`config.mk`:
```
export PLATFORM = sky130hd
export DESIGN_NAME = fvsd_queue
export DESIGN_NICKNAME = d
export VERILOG_FILES = /design/src/design/fvsd_pkg.sv /design/src/design/fvsd_queue.sv
export SDC_FILE = /design/constraint.sdc
export NUM_CORES = 1
export LEC_CHECK = 0
export BUFFER_PORTS_ARGS = -buffer_cell sky130_fd_sc_hd__buf_2
export CORE_ASPECT_RATIO = 2
export CORE_MARGIN = 2
export CORE_UTILIZATION = 60
export DETAILED_ROUTE_END_ITERATION = 10
export GPL_ROUTABILITY_DRIVEN = 0
export PLACE_DENSITY = 0.92
export SLEW_MARGIN = 30
export SYNTH_ARGS = -nofsm -noshare
export SYNTH_HDL_FRONTEND = slang
export SYNTH_SLANG_ARGS = --single-unit
export TNS_END_PERCENT = 100
```
`constraint.sdc`:
```
create_clock -name clock -period 3.6 [get_ports clock]
set_input_delay 0.72 -clock clock [delete_from_list [all_inputs] [get_ports clock]]
set_output_delay 0.72 -clock clock [all_outputs]
set_load 0.005 [all_outputs]
```
`src/design/fvsd_pkg.sv`:
```
// Shared types, constants and datapath step functions for the voltage-to-duty block.
// No dependencies; every other design file imports this package.
`default_nettype none

package fvsd_pkg;

   localparam int unsigned MID_DEPTH_DEF = 4;
   localparam int unsigned RSP_DEPTH_DEF = 2;

   localparam int unsigned SQRT_STEPS = 32;
   localparam int unsigned LDIV_STEPS = 30;
   localparam int unsigned DDIV_STEPS = 15;
   localparam int unsigned LANES      = 3;

   localparam int unsigned CSR_INDEX_W = 8;
   localparam logic [CSR_INDEX_W-1:0] CSR_DUTY_FLOOR   = 8'd0;
   localparam logic [CSR_INDEX_W-1:0] CSR_DUTY_CEILING = 8'd1;

   localparam logic [15:0]        FULL_DUTY      = 16'd32768;
   localparam logic [15:0]        HALF_DUTY      = 16'd16384;
   localparam logic [14:0]        INV_SQRT3_Q15  = 15'd18919;
   localparam logic signed [15:0] HALF_SQRT3_Q15 = 16'sd28378;

   typedef struct packed {
      logic signed [15:0] volt_direct;
      logic signed [15:0] volt_quadrature;
      logic signed [15:0] sin_theta;
      logic signed [15:0] cos_theta;
      logic [14:0]        bus_voltage;
   } req_type;

   typedef struct packed {
      logic [15:0] duty_phase_a;
      logic [15:0] duty_phase_b;
      logic [15:0] duty_phase_c;
      logic        vector_limited;
      logic        bus_fault;
   } rsp_type;

   // front -> back hand-off
   typedef struct packed {
      logic signed [32:0] alpha;
      logic signed [32:0] beta;
      logic [29:0]        radius;
      logic [14:0]        bus;
      logic [63:0]        mag2;
      logic               limit;
      logic               fault;
   } front_item_type;

   typedef struct packed {
      logic signed [32:0] alpha;
      logic signed [32:0] beta;
      logic [29:0]        radius;
      logic [14:0]        bus;
      logic               limit;
      logic               fault;
   } side_type;

   typedef struct packed {
      logic [14:0]      bus;
      logic             limit;
      logic             fault;
      logic [LANES-1:0] neg;
      logic [LANES-1:0] big;
   } tail_type;

   typedef struct packed {
      logic [63:0] n;
      logic [34:0] rem;
      logic [31:0] root;
   } sqrt_state_type;

   typedef struct packed {
      logic [29:0] low;
      logic [31:0] rem;
      logic [29:0] quo;
   } ldiv_type;

   typedef struct packed {
      logic [14:0] low;
      logic [14:0] rem;
      logic [14:0] quo;
   } ddiv_type;

   // one root bit per call
   function automatic sqrt_state_type sqrt_step(input sqrt_state_type s);
      sqrt_state_type o;
      logic [34:0]    r;
      logic [34:0]    t;
      r   = {s.rem[32:0], s.n[63:62]};
      t   = {1'b0, s.root, 2'b01};
      o.n = {s.n[61:0], 2'b00};
      if (r >= t) begin
         o.rem  = r - t;
         o.root = {s.root[30:0], 1'b1};
      end else begin
         o.rem  = r;
         o.root = {s.root[30:0], 1'b0};
      end
      return o;
   endfunction

   // one quotient bit per call, 32-bit divisor
   function automatic ldiv_type ldiv_step(input ldiv_type s, input logic [31:0] m);
      ldiv_type    o;
      logic [32:0] t;
      t     = {s.rem, s.low[29]};
      o.low = {s.low[28:0], 1'b0};
      if (t >= {1'b0, m}) begin
         o.rem = 32'(t - {1'b0, m});
         o.quo = {s.quo[28:0], 1'b1};
      end else begin
         o.rem = t[31:0];
         o.quo = {s.quo[28:0], 1'b0};
      end
      return o;
   endfunction

   // one quotient bit per call, 15-bit divisor
   function automatic ddiv_type ddiv_step(input ddiv_type s, input logic [14:0] d);
      ddiv_type    o;
      logic [15:0] t;
      t     = {s.rem, s.low[14]};
      o.low = {s.low[13:0], 1'b0};
      if (t >= {1'b0, d}) begin
         o.rem = 15'(t - {1'b0, d});
         o.quo = {s.quo[13:0], 1'b1};
      end else begin
         o.rem = t[14:0];
         o.quo = {s.quo[13:0], 1'b0};
      end
      return o;
   endfunction

   function automatic logic [31:0] abs33(input logic signed [32:0] a);
      return a[32] ? 32'(-a) : 32'(a);
   endfunction

   function automatic logic signed [32:0] apply_sign(input logic [29:0] q, input logic neg);
      return neg ? -$signed({3'b000, q}) : $signed({3'b000, q});
   endfunction

   // saturate registers to full duty; ceiling applied last so it wins
   function automatic logic [15:0] clamp_duty(input logic [15:0] d,
                                              input logic [15:0] fl,
                                              input logic [15:0] cl);
      logic [15:0] lo;
      logic [15:0] hi;
      logic [15:0] r;
      lo = (fl > FULL_DUTY) ? FULL_DUTY : fl;
      hi = (cl > FULL_DUTY) ? FULL_DUTY : cl;
      r  = d;
      if (r < lo) r = lo;
      if (r > hi) r = hi;
      return r;
   endfunction

endpackage

`default_nettype wire

```
`src/design/fvsd_queue.sv`:
```
// Small first-in first-out register queue, used between front and back and at the output.
// Depends on fvsd_pkg for the default depth.
`default_nettype none

module fvsd_queue
   import fvsd_pkg::*;
#(
   parameter int unsigned DEPTH = MID_DEPTH_DEF,
   parameter int unsigned WIDTH = 8
) (
   input  wire              clock,
   input  wire              reset,
   input  wire              push,
   input  wire  [WIDTH-1:0] wdata,
   output logic             full,
   input  wire              pop,
   output logic [WIDTH-1:0] rdata,
   output logic             empty
);

   localparam int unsigned PTR_W = (DEPTH > 1) ? $clog2(DEPTH) : 1;
   localparam int unsigned CNT_W = $clog2(DEPTH + 1);

   logic [WIDTH-1:0] mem_ff [DEPTH];
   logic [PTR_W-1:0] wr_ptr_ff, rd_ptr_ff;
   logic [CNT_W-1:0] count_ff, count_in;
   logic             do_push, do_pop;

   assign full    = (count_ff == CNT_W'(DEPTH));
   assign empty   = (count_ff == '0);
   assign do_push = push && !full;
   assign do_pop  = pop && !empty;
   assign rdata   = mem_ff[rd_ptr_ff];

   always_comb begin
      case ({do_push, do_pop})
         2'b10:   count_in = count_ff + 1'b1;
         2'b01:   count_in = count_ff - 1'b1;
         default: count_in = count_ff;
      endcase
   end

   always_ff @(posedge clock) begin
      if (reset) begin
         wr_ptr_ff <= '0;
         rd_ptr_ff <= '0;
         count_ff  <= '0;
      end else begin
         count_ff <= count_in;
         if (do_push) begin
            wr_ptr_ff <= (wr_ptr_ff == PTR_W'(DEPTH - 1)) ? '0 : wr_ptr_ff + 1'b1;
         end
         if (do_pop) begin
            rd_ptr_ff <= (rd_ptr_ff == PTR_W'(DEPTH - 1)) ? '0 : rd_ptr_ff + 1'b1;
         end
      end
   end

   always_ff @(posedge clock) begin
      if (do_push) begin
         mem_ff[wr_ptr_ff] <= wdata;
      end
   end

   assert property (@(posedge clock) disable iff (reset) count_ff <= CNT_W'(DEPTH))
      else $error("queue count beyond depth");

   assert property (@(posedge clock) disable iff (reset) !(full && empty))
      else $error("queue full and empty at once");

   assert property (@(posedge clock) disable iff (reset) (do_push && !do_pop) |=> !empty)
      else $error("queue empty right after a lone push");

endmodule

`default_nettype wire

```
==> results_dict.tcl, run 1 <==
set metrics [dict create \
    worst_hold_path_depth 2 \
    sum_neg_setup_slack_ns 0 \
    holdBufCountCts 0 \
    drt-wirelength-per-cell_um 18.1 \
    hold_class "reg -> reg" \
    timing.clock.skew_ns 0.0105 \
    core_area_um2 2570 \
    power_density_relative_to_cell_area_nw_per_um2 652 \
    design.portCount 22 \
    post_cts_buffers 0 \
    worst_slew_pin_slew_ns 0.592 \
    detailroute.via_count 865 \
    vdd_ir_drop_max_mv 0.416 \
    clock_latency_ns 0.29 \
    placedCellCount 141 \
    diodes 0 \
    cts_resizes 0 \
    crit_path_max_fanout 9 \
    final_max_slew_viol_count 0 \
    reg2regPathDepth 9 \
    io_buffer_count 21 \
    synth_area_um2 1650 \
    ys_types 27 \
    route.detailed.vias_per_inst 5.81 \
    synth.top_cells.by_area "sky130_fd_sc_hd__edfxtp_1, sky130_fd_sc_hd__dfxtp_1, sky130_fd_sc_hd__mux4_2" \
    synth.avg_cell_area_um2 17.2 \
    ctsLongestPathBuffers 2 \
    floorplan.die_area_um2 3210 \
    worstPathArrival_ns 2.85 \
    most-common-layout-cells "sky130_fd_sc_hd__edfxtp_1, sky130_fd_sc_hd__buf_2, sky130_fd_sc_hd__dfxtp_1" \
    grt_start_max_net_pins 14 \
    post_synthesis_sequential_element_count 41 \
    maxClockFrequency_mhz 381 \
    total_global_routing_track_utilization_pct 21.3 \
    die_w_um 41.1 \
    placed_area_um2 1760 \
    grt_overflow 0 \
    timing.critical_path.required_ns 3.82 \
    detailedRoute.firstPassIterationCount 4 \
    layout_area_growth_over_synthesis_pct 12.1 \
    status "complete, no violations" \
    timing.critical_path.from_type "flip-flop" \
    grt_pass1_vias 940 \
    layout.nets 139 \
    setup_viols_final 0 \
    hold_violations 0 \
    drt_wl_total_um 2700 \
    sequential_element_share_of_the_synthesized_area_pct 69.2 \
    fraction_of_layout_instances_using_a_drive_strength_above_1_pct 33.1 \
    numCtsBuffers 5 \
    drtAntennaViolNets 0 \
    rsz0062_at_grt "no" \
    initial_core_util_pct 64.1 \
    final_cells 149 \
    cts_root_buf "sky130_fd_sc_hd__clkbuf_8" \
    final.fill_count 161 \
    clock-sinks 41 \
    dpl.hpwl_um 2040 \
    worst_slew_margin_rel_pct 60.2 \
    total_power_mw 1.20 \
    nature_of_the_critical_path_endpoint "flip-flop" \
    min_cycle_time_layout_ns 2.63 \
    syn-instance-count 96 \
    netlist.top_cell.by_area "sky130_fd_sc_hd__edfxtp_1" \
    r2r_slack_ns 0.97 \
    drcViolationCount 0 \
    drt_first_iter_violations 33 \
    fin_hold_ws_ns 0.544 \
    grt_first_pass_wirelength_um 4480 \
    tritoncts "done" \
    chipHeight_um 78.1 \
    cap_viol_max_count 0 \
    grt_antenna_before_repair 0 \
    clock_transition_at_the_registers_of_the_reported_paths_ns 0.07 \
    timing.final.crit_share_pct 73.0 \
    postLayoutCellArea_um2 1850 \
    synth_top_area_share_pct 58.3 \
    layout.cells.most_common "sky130_fd_sc_hd__edfxtp_1" \
    crit_type "reg -> reg" \
    num_rows 26 \
    p_leak_nw 0.696 \
    synth_fp_nets 115 \
    clock_tree.htree_level_count 2 \
    ys.warnings.count 0 \
]
registers in the layout, indices dropped and copies added (netlist names), named ones only:
| register | cells |
|---|---|
| wr_ptr_ff | 2 |
| count_ff | 3 |
| mem_ff | 32 |
| rd_ptr_ff | 2 |
layout make-up:
type	count	area, µm²	area share, %
sequential	41	1140	61.7
multi-input combinational	43	453	24.5
inverter	8	30.0	1.62
tap	28	35.0	1.90
clock buffer	6	72.6	3.93
timing repair buffer	21	105	5.69
clock inverter	2	11.3	0.609
per-stage QoR:
step,setup slack [ns],utilization [%]
detailed placement,1.01,68.6
floorplan,1.25,-
CTS,0.994,71.9
finish,0.973,71.9
global placement,1.19,68.6
global route,0.821,71.9
cell usage after synthesis, drive strengths merged:
cell type  number
clkbuf          1
nand2           1
mux2i           1
mux4            8
xor2            2
ha              6
dfxtp           9
edfxtp         32
nor2            4
buf             3
o21ai           1
nand3           2
a21oi           4
a21o            1
inv             8
fa              1
or3b            1
o31ai           2
nor3            2
and2            1
and3            4
or3             2
worst paths after layout:
path | endpoint | from
worst max register to register | count_ff[2] | count_ff[2]
worst min register to register | count_ff[2] | count_ff[2]
worst min-delay path | count_ff[2] | count_ff[2]
worst max-delay path | count_ff[2] | count_ff[2]
cell families after synthesis:
kind of cell	count (synthesis)	share of synthesized area, %
DFF	41	69.2
and+or+nand+nor	17	5.92
buffers and inverters	12	3.26
muxes	9	11.5
AOI/OAI and AO/OA	8	3.19
adders and majority gates	7	5.77
xor gates and xnor gates	2	1.06
critical path, cell delays in order, from the launching register on:
cell	delay, ns
sky130_fd_sc_hd__dfxtp_1	0.39
sky130_fd_sc_hd__or3b_1	0.50
sky130_fd_sc_hd__and2_4	0.23
sky130_fd_sc_hd__inv_1	0.07
sky130_fd_sc_hd__ha_1	0.20
sky130_fd_sc_hd__inv_1	0.07
sky130_fd_sc_hd__fa_1	0.39
sky130_fd_sc_hd__xor2_1	0.16
sky130_fd_sc_hd__or3_2	0.40
sky130_fd_sc_hd__a21oi_1	0.15
per-layer routing:
metal,up-vias,global-route usage (%),part of all wire (%)
li1,408,-,-
met1,418,24.6,36
met2,32,33.3,57
met5,-,0,0
met4,0,12.7,3.1
met3,7,5.08,4.3
report_power, final:
part | total (mW) | switching [mW] | internal, mW
sequential | 0.631 | 0.0553 | 0.575
combinational | 0.293 | 0.141 | 0.152
clock | 0.281 | 0.147 | 0.134
total | 1.20 | 0.343 | 0.862
Note: power is estimated with default switching activity, not from simulation.
==> inputs of run 2 (changes only) <==
Settings changed: CORE_UTILIZATION 60 to 55, PLACE_DENSITY 0.92 to 0.86.
Clock period 3.6 ns to 2.6 ns, I/O delays scaled along.
==> results_dict.tcl, run 2 (synthesized netlist as in run 1, its figures left out) <==
set metrics [dict create \
    status "complete, no violations" \
    power.combinational.fraction_pct 24.2 \
    drt_wl_total_um 2800 \
    final_max_slew_viol_count 0 \
    critPathMaxStageDelay_ns 0.41 \
    cts_resizes 0 \
    timing.critical_path.from_type "flip-flop" \
    hold_class "in -> reg" \
    chipHeight_um 81.4 \
    total_power_mw 1.68 \
    clock_tree.htree_level_count 2 \
    critical-path-top-cell-by-count "sky130_fd_sc_hd__inv_1" \
    clock_transition_at_the_registers_of_the_reported_paths_ns 0.07 \
    setup_viols_final 0 \
    diodes 0 \
    floorplan.die_area_um2 3480 \
    crit_type "reg -> reg" \
    cts_root_buf "sky130_fd_sc_hd__clkbuf_8" \
    worstReg2RegEnd "count_ff[2]" \
    grt_first_pass_wirelength_um 4630 \
    largest_reg_flops 32 \
    critPathSlowestCell "sky130_fd_sc_hd__or3_2" \
    reg.largest.list "mem_ff: 32 flops, count_ff: 3 flops" \
    core_area_um2 2910 \
    crit_path_max_fanout 5 \
    switching_power_mw 0.486 \
    worstPathArrival_ns 2.71 \
    grt_start_max_net_pins 14 \
    power.internal_mw 1.20 \
    vdd_ir_drop_max_mv 0.550 \
    drcViolationCount 0 \
    post-route-util_pct 64.0 \
    layout.nets 140 \
    hold_crit_start "wdata[1]" \
    grt_overflow 0 \
    drt-wirelength-per-cell_um 18.4 \
    final.fill_count 209 \
    critical-path-top-delay-family "simple AND/OR/NAND/NOR gates" \
    sequentialPowerShare_pct 52.0 \
    critical_path.cell_chain "or3b_1, and2_4, inv_1, ha_1, inv_1, fa_1, xor2_1, or3_2, a21oi_1" \
    power_density_relative_to_cell_area_nw_per_um2 904 \
    min_cycle_time_layout_ns 2.49 \
    post_cts_buffers 0 \
    die_w_um 42.7 \
    p_leak_nw 0.705 \
    fraction_of_layout_instances_using_a_drive_strength_above_1_pct 35.2 \
    layout.cells.most_common "sky130_fd_sc_hd__edfxtp_1" \
    initial_core_util_pct 56.7 \
    io_buffer_count 21 \
    p_clk_share_pct 23.8 \
    drt_first_iter_violations 31 \
    worst_r2r_startpoint "count_ff[2]" \
    worst_hold_path_depth 1 \
    maxClockFrequency_mhz 402 \
    worst-path-buf-inv 2 \
    sum_neg_setup_slack_ns 0 \
    ctsLongestPathBuffers 2 \
    tritoncts "done" \
    grt_pass1_vias 975 \
    nature_of_the_critical_path_endpoint "flip-flop" \
    clock-sinks 41 \
    timing.clock.skew_ns 0.00669 \
    timing.final.crit_share_pct 95.7 \
    r2r_slack_ns 0.11 \
    most-common-layout-cells "sky130_fd_sc_hd__edfxtp_1, sky130_fd_sc_hd__buf_2, sky130_fd_sc_hd__dfxtp_1" \
    cap_viol_max_count 0 \
    holdBufCountCts 0 \
    grt_antenna_before_repair 0 \
    reg2regPathDepth 9 \
    detailedRoute.firstPassIterationCount 4 \
    dpl.hpwl_um 2090 \
    hold_path_end "mem_ff[1][1]" \
    detailroute.via_count 866 \
    num_rows 28 \
    drtAntennaViolNets 0 \
    hold_violations 0 \
    route.detailed.vias_per_inst 5.70 \
    clock_latency_ns 0.30 \
    numCtsBuffers 5 \
    design.portCount 22 \
    switching_share_of_power_pct 28.9 \
    worst_slew_pin_slew_ns 0.616 \
    timing.critical_path.required_ns 2.82 \
    rsz0062_at_grt "no" \
    layout_area_growth_over_synthesis_pct 12.9 \
    total_global_routing_track_utilization_pct 19.1 \
    registers.top_by_ff_count "mem_ff" \
    worst_slew_margin_rel_pct 58.6 \
]
run 2: cell count changes in the layout (fill, tap and decap cells not counted):
| cell | change |
|---|---|
| sky130_fd_sc_hd__clkbuf_1 | -1 |
| sky130_fd_sc_hd__clkinv_2 | +2 |
| sky130_fd_sc_hd__clkinv_1 | -1 |
| sky130_fd_sc_hd__buf_4 | +1 |
run 2: power by group through the flow:
| stage | combinational, mW | sequential, mW | clock, mW |
|---|---|---|---|
| after floorplan | 0.311 | 0.842 | 0 |
| after global placement | 0.373 | 0.878 | 0 |
| after detailed placement | 0.410 | 0.894 | 0 |
| after CTS | 0.414 | 0.879 | 0.411 |
| after global routing | 0.453 | 0.890 | 0.441 |
| final | 0.407 | 0.874 | 0.400 |
run 2: per-layer routing:
layer	up-vias	global-route usage, %	routed length, µm
li1	407	-	-
met5	-	0	0
met2	27	37.4	1700
met3	9	5.05	114
met1	423	16.0	898
met4	0	11.3	94
run 2: worst max-delay path by stage:
| stage | from | end | slack, ns | depth (start not counted) |
|---|---|---|---|---|
| floorplan | count_ff[2] | count_ff[2] | 0.25 | 10 |
| global placement | count_ff[2] | count_ff[2] | 0.33 | 9 |
| detailed placement | count_ff[2] | count_ff[2] | 0.14 | 9 |
| CTS | count_ff[2] | count_ff[2] | 0.11 | 9 |
| global route | count_ff[2] | count_ff[2] | 0.02 | 9 |
| finish | count_ff[2] | count_ff[2] | 0.11 | 9 |
run 2: layout make-up:
type                       count  area [µm²]  area share [%]
clock buffer                   5        68.8            3.70
timing repair buffer          22         113            6.05
sequential                    41        1140            61.3
tap                           30        37.5            2.02
clock inverter                 3        17.5           0.941
inverter                       8        30.0            1.61
multi-input combinational     43         453            24.3
run 2: per-stage QoR:
step | cells | worst slack, ns | cell area (µm²) | hold WS (ns)
CTS | 152 | 0.113 | 1860 | 0.434
finish | 152 | 0.112 | 1860 | 0.440
floorplan | 96 | 0.250 | 1650 | 0.463
global placement | 144 | 0.334 | 1770 | 0.480
detailed placement | 144 | 0.139 | 1770 | 0.507
global route | 152 | 0.0157 | 1860 | 0.425
run 2: worst reg2reg max path, stage by stage (launching register included):
cell and delay (ns):
sky130_fd_sc_hd__dfxtp_1 0.40, sky130_fd_sc_hd__or3b_1 0.39, sky130_fd_sc_hd__and2_4 0.18, sky130_fd_sc_hd__inv_1 0.06, sky130_fd_sc_hd__ha_1 0.19, sky130_fd_sc_hd__inv_1 0.07, sky130_fd_sc_hd__fa_1 0.39, sky130_fd_sc_hd__xor2_1 0.17
sky130_fd_sc_hd__or3_2 0.41, sky130_fd_sc_hd__a21oi_1 0.17
